<file path="config.mk">
export PLATFORM = sky130hd
export DESIGN_NAME = sewb_ctrl
export DESIGN_NICKNAME = d
export VERILOG_FILES = /design/src/rtl/sewb_pkg.sv /design/src/rtl/sewb_ctrl.sv
export SDC_FILE = /design/constraint.sdc
export NUM_CORES = 1
export LEC_CHECK = 0
export BUFFER_PORTS_ARGS = -buffer_cell sky130_fd_sc_hd__clkbuf_2
export CAP_MARGIN = 0
export CORE_MARGIN = 4
export CORE_UTILIZATION = 50
export DETAILED_ROUTE_END_ITERATION = 7
export GPL_ROUTABILITY_DRIVEN = 0
export PLACE_DENSITY = 0.82
export SYNTH_ARGS = -nofsm -noshare
export SYNTH_HDL_FRONTEND = slang
export SYNTH_SLANG_ARGS = --single-unit
</file>
<file path="constraint.sdc">
create_clock -name i_clk -period 1.7 [get_ports i_clk]
set_input_delay 0.17 -clock i_clk [delete_from_list [all_inputs] [get_ports i_clk]]
set_output_delay 0.17 -clock i_clk [all_outputs]
set_load 0.05 [all_outputs]
</file>
<file path="src/rtl/sewb_pkg.sv">
// Package: constants, storage entry types, controller states and command/status structs.
`default_nettype none
package sewb_pkg;
    localparam int NODES     = 1024;
    localparam int MAX_EDGES = 1024;
    localparam int NODE_W    = $clog2(NODES);
    localparam int EDGE_AW   = $clog2(MAX_EDGES);
    localparam int CNT_W     = EDGE_AW + 1;
    localparam int SIZE_W    = NODE_W + 1;

    localparam logic [1:0] ST_DONE  = 2'd0;
    localparam logic [1:0] ST_EMPTY = 2'd1;
    localparam logic [1:0] ST_FULL  = 2'd2;

    typedef struct packed {
        logic [NODE_W-1:0] parent;
        logic [SIZE_W-1:0] size;
        logic              par;
    } t_node_ent;

    typedef struct packed {
        logic              valid;
        logic [NODE_W-1:0] node;
        logic              old_par;
        logic              old_flag;
    } t_undo_ent;

    typedef struct packed {
        logic [NODE_W-1:0] a;
        logic [NODE_W-1:0] b;
        logic              etype;
    } t_edge;

    typedef enum logic [1:0] {
        RM_FWD,
        RM_LIST0,
        RM_LIST1
    } t_rmode;

    typedef enum logic [4:0] {
        S_CLEAR,
        S_IDLE,
        S_DISP,
        S_P0,
        S_FA,
        S_FB,
        S_MG,
        S_MG2,
        S_PL0,
        S_PL1,
        S_U2,
        S_U3,
        S_U4,
        S_PLC,
        S_RNX,
        S_RR,
        S_RL,
        S_FN0,
        S_FN1,
        S_OUT
    } t_state;

    typedef struct packed {
        t_state op;
        logic   in_acc;
        logic   out_load;
    } t_cmd;

    typedef struct packed {
        logic clr_last;
        logic req_pop;
        logic empty;
        logic full;
        logic is_root;
        logic u_valid;
        logic loop_more;
        logic rep_left;
        logic mode_l0;
        logic out_free;
    } t_stat;
endpackage
`default_nettype wire

</file>
<file path="src/rtl/sewb_ctrl.sv">
// Controller: sequencing state machine for push, pop, find, undo and replay.
`default_nettype none
module sewb_ctrl (
    input  wire logic           i_clk,
    input  wire logic           i_rst_n,
    input  wire logic           i_valid,
    output logic                o_ready,
    input  wire sewb_pkg::t_stat i_stat,
    output sewb_pkg::t_cmd      o_cmd
);
    import sewb_pkg::*;

    t_state r_state, n_state;
    logic   r_ret_rep, n_ret_rep;
    logic   r_uret_fin, n_uret_fin;

    always_ff @(posedge i_clk) begin
        if (!i_rst_n) begin
            r_state    <= S_CLEAR;
            r_ret_rep  <= 1'b0;
            r_uret_fin <= 1'b0;
        end else begin
            r_state    <= n_state;
            r_ret_rep  <= n_ret_rep;
            r_uret_fin <= n_uret_fin;
        end
    end

    always_comb begin
        n_state        = r_state;
        n_ret_rep      = r_ret_rep;
        n_uret_fin     = r_uret_fin;
        o_ready        = 1'b0;
        o_cmd.op       = r_state;
        o_cmd.in_acc   = 1'b0;
        o_cmd.out_load = 1'b0;
        case (r_state)
            S_CLEAR: if (i_stat.clr_last) n_state = S_IDLE;
            S_IDLE: begin
                o_ready = 1'b1;
                if (i_valid) begin
                    o_cmd.in_acc = 1'b1;
                    n_state      = S_DISP;
                end
            end
            S_DISP: begin
                if (i_stat.req_pop) begin
                    n_state = i_stat.empty ? S_OUT : S_PL0;
                end else if (i_stat.full) begin
                    n_state = S_OUT;
                end else begin
                    n_ret_rep = 1'b0;
                    n_state   = S_P0;
                end
            end
            S_P0:  n_state = S_FA;
            S_FA:  if (i_stat.is_root) n_state = S_FB;
            S_FB:  if (i_stat.is_root) n_state = S_MG;
            S_MG:  n_state = S_MG2;
            S_MG2: n_state = r_ret_rep ? S_RNX : S_OUT;
            S_PL0: n_state = S_PL1;
            S_PL1: begin
                n_uret_fin = 1'b0;
                n_state    = i_stat.u_valid ? S_U2 : S_PLC;
            end
            S_U2:  n_state = S_U3;
            S_U3:  n_state = S_U4;
            S_U4:  n_state = r_uret_fin ? S_OUT : S_PLC;
            S_PLC: n_state = i_stat.loop_more ? S_PL0 : S_RNX;
            S_RNX: begin
                if (i_stat.rep_left)     n_state = S_RR;
                else if (i_stat.mode_l0) n_state = S_RNX;
                else                     n_state = S_FN0;
            end
            S_RR:  n_state = S_RL;
            S_RL: begin
                n_ret_rep = 1'b1;
                n_state   = S_P0;
            end
            S_FN0: n_state = S_FN1;
            S_FN1: begin
                n_uret_fin = 1'b1;
                n_state    = i_stat.u_valid ? S_U2 : S_OUT;
            end
            S_OUT: begin
                if (i_stat.out_free) begin
                    o_cmd.out_load = 1'b1;
                    n_state        = S_IDLE;
                end
            end
            default: n_state = S_CLEAR;
        endcase
    end
endmodule
`default_nettype wire

</file>
== Yosys cells after proc, flatten, opt, wreduce, memory -nomap -nowiden ==
Index checks and enable logic that the tools add are counted.
Word-level totals
  bits in registers: 7
  input port bits: 13
  output and inout bits: 8
  logic and storage cells: 59
Cells by class
  eq/ne operators: 26
  muxes and demuxes: 25
  reduce and logical (&&, ||, !) cells: 5
Operators by type and width (number)
  one-hot mux 5 bit (20 select lines): 1
  2-to-1 mux 5 bit: 13
  == test 5 x 4 -> 1 bit (second input constant): 8
  == test 5 x 3 -> 1 bit (second input constant): 4
  == test 5 bit (second input constant): 4
  != test 2 bit (second input constant): 7
  == test 5 x 2 -> 1 bit (second input constant): 2
  2-to-1 mux 1 bit: 7
  2-to-1 mux 3 bit: 2
  == test 5 x 1 -> 1 bit (second input constant): 1
  zero test 5 bit: 1
  AND reduction 5 bit: 1
  one-hot mux 1 bit (2 select lines): 2
  nonzero test 2 bit: 2
  AND reduction 3 bit: 1

== Logic depth before layout (Yosys ltp) ==
  word-level depth: 3
  mapped depth: 7
  mapped depth without buffers: 5

== Worst setup path after synthesis ==
OpenSTA, ideal clock, no wires.
  kind: register to output
  from: reg r_state[4]
  to: out o_cmd[1] (netlist bit)
  arrival time: 2224 ps
  required time: 1530 ps
  slack: -694 ps
  cell stages (with the launch flop): 5
  buffers on the path: 1
  cell sequence: dfxtp_1 > buf_6 > nor3_1 > nor2b_1 > and2_1
RTL lines
  start: declaration: RTL line sewb_ctrl.sv:13  | t_state r_state, n_state;
  start signal: assignment: RTL line sewb_ctrl.sv:23  | r_state <= n_state;
  end: declaration: RTL line sewb_ctrl.sv:9  | output sewb_pkg::t_cmd o_cmd

==> impl_results.md <==
- Status: complete, no violations
- Initial antenna violation count: 0
- Final WS setup: a little under 60 ps
- Clock power frac: around an eighth
- Pint: about 0.66 mW
- # DRC: 0
- RSZ-0062 raised after global routing: false
- Sw Share: 48.46%
- Avg Cell Area, Syn: 7.671 um^2
- DR vias/cell: 6.184
- Final wirelength: 2.235 mm
- Number of synthesized flops with an enable pin: 0
- Ys flop type: dfxtp_1
- Wire length per cell: 15.85 um
- # setup viols final: 0
- Final hold viol count: 0
- Leak pwr: 0.4105 nW
- HP Class: input port to flip-flop
- Total CTS buffers: 3
- Layout cells sized above 1: 42.86%
- CTS root buf: clkbuf_4
- Worst rel slew slack: 81.06%
- Final Instance Count excl. Fillers: 141
- Port Buffers: 20
- Req. time, crit path: 1530 ps
- Worst Tran Pin Value: approximately 280 ps
- Distinct cells, synth: between 40 and 50
- GRT Total Usage: approximately 23%
- Switching pwr: around 0.62 mW
- Die height: approximately 47 um
- Flops & latches, synth: 7
- Combinational power share: 66.8%
- Synth warnings: 0
- First-pass GRT wire length: roughly 3.5 mm
- Synth area leader: dfxtp_1
- Number of DRC markers in iteration 0: 29
- CTS clk-pin slew, worst paths: approximately 50 ps
- Max-cap violations: 0
- Pins Over Slew Limit: 0
- Placed cells: 136
- Initial core utilization: 55.59%
- Setup Crit Path Kind: flip-flop to output port
- Vias in the first global route: 800
- Syn Std Cell Area: 759.5 um^2
- Overflow after GRT: 0
- DR pass1 iterations: 4
- Clock sink count: 7
- DP Wirelength: 1.666 mm
- Mapped Cells: between 90 and 100
- H-tree lvl count: 1
- CP Capture Type: output port
- Total I/O pin count: 21
- ANT cells: 0
- Syn-to-layout area delta: 27.02%
- Clk_skew: about 2.7 ps
- Syn Nets: 112
- Die X: 46.98 um
- Clk buf depth: 2
- Crit-path slowest cell: dfxtp_4
- Synth top area share: between 10% and 20%
- Area of the die: 0.002207 mm^2
- Min cycle time layout: ~1600 ps
- Setup TNS: 0 ps
- Main area contributors after synthesis: dfxtp_1 18%, a21oi_1 4.6%, buf_6 4.4%
- Core ar.: 0.001366 mm^2
- CTS tree: yes
- Clock latency on the worst-skew pair: 260 ps
- Largest net degree at the start of global routing: 17
- Ys async rst share: 0%
- Worst VDD drop: approximately 1200 uV
- Final ANT Viol Nets: 0
- Max incr delay on CP: 400 ps
- Worst-path cell chain: and2b_2 > and2_1 > and3_2 > buf_4
- Total Power: 1.273 mW
- Nets@finish: 140
- Crit path DAT: 1470 ps
- Startpoint types: flip-flop
- DR vias: roughly 870
- Fin crit share: a little over nine tenths
- Seq/Total Area, Yosys: 18.45%
- Total power per unit cell area: 1320 mW/mm^2
- Pre-CTS setup slack: between 70 and 80 ps
- Final core utilization: between 70% and 80%
- # rows: 13
- Crit path max fanout: 8
- Fmax: about 610 MHz
- Sequential share of power: 20.9%
[cells in the mapped netlist (all sizes together) (2+ instances only)]
library cell	count
nand2	9
a21oi	7
dfxtp	7
nor2	7
buf	6
inv	6
nand2b	5
nor3	5
o21ai	4
a31oi	3
and2	3
mux2i	3
nand3	3
o22ai	3
a211oi	2
and3	2
nand3b	2
nor4	2
o31ai	2
or2b	2
[path summary, 6_finish.rpt]
| kind | start | to | slack, ps | cells past startpoint |
|---|---|---|---|---|
| max | r_state[3] | o_cmd[0] | 60 | 4 |
| min | i_rst_n | r_state[2] | 190 | 2 |
| max reg2reg | r_state[3] | r_state[0] | 110 | 6 |
| min reg2reg | r_ret_rep | r_ret_rep | 500 | 2 |
[layout make-up]
cell class	instances	area (um^2)
timing repair buffer	29	185.2
multi-input combinational	80	560.5
tap	15	18.77
inverter	6	22.52
sequential	7	151.4
clock buffer	4	26.28
fill	119	401.6
[power groups by stage]
stage / combinational [mW] / clock [mW] / sequential [mW]
2_1_floorplan: 0.557 / 0 / 0.319
3_3_place_gp: 0.820 / 0 / 0.258
3_5_place_dp: 0.831 / 0 / 0.260
4_1_cts: 0.837 / 0.162 / 0.259
5_1_grt: 0.914 / 0.176 / 0.273
6_report: 0.851 / 0.156 / 0.266
[flip-flops by register name, summed over array words and instances, names as in the netlist]
register,flops
r_state,5
r_ret_rep,1
r_uret_fin,1
[layer usage]
metal	up-vias	global-route usage, %	share of wire (%)
met4	0	11.60	1.4
li1	418	-	-
met3	6	5.364	5.3
met1	418	28.97	43
met5	-	0	0
met2	30	34.96	50
[worst max-delay path: cells and delay by family (launching register included)]
kind | cells | cell delay, ps
flip-flops | 1 | 400
AND/OR/NAND/NOR | 3 | 630
buffers and inverters | 1 | 180
[timing repair]
| item | 4_1_cts | 5_1_grt |
|---|---|---|
| gates resized for setup | 4 | 7 |
| cloned | 0 | 0 |
| setup endpoints to repair | 2 | 4 |
| hold buffers | 0 | 0 |
| setup buffers | 0 | 1 |
[logic make-up (layout without fill, tap and decap cells)]
family | Yosys count | count (layout) | share of synthesized area [%]
AO/OA/AOI/OAI | 30 | 30 | 29.82
buffers and inverters | 12 | 39 | 10.05
flip-flops | 7 | 7 | 18.45
multiplexers | 4 | 4 | 5.437
AND/OR/NAND/NOR | 46 | 46 | 36.24
[cells in the final DEF (no fill, tap or decap), types with 2 or more instances in the layout]
master and n:
clkbuf_2 18, buf_4 9, nand2_1 8, nor2_1 7
a21oi_1 7, inv_1 5, nand2b_1 4, nor3_1 4
clkbuf_4 4, mux2i_1 3, o22ai_1 3, nand3_1 3
a31oi_1 3, dfxtp_2 3, and2_1 2, nand3b_1 2
or2b_1 2, o21ai_0 2, o31ai_1 2, o21ai_1 2
dfxtp_1 2, dfxtp_4 2
[metrics by stage]
stage	instance area, um^2	hold slack [ps]
final	964.7	191.3
after global routing	964.7	197.3
after CTS	943.4	184.8
after detailed placement	909.6	461.9
after global placement	909.6	458.2
after floorplan	772.0	284.6
Note: power is estimated with default switching activity, not from simulation.
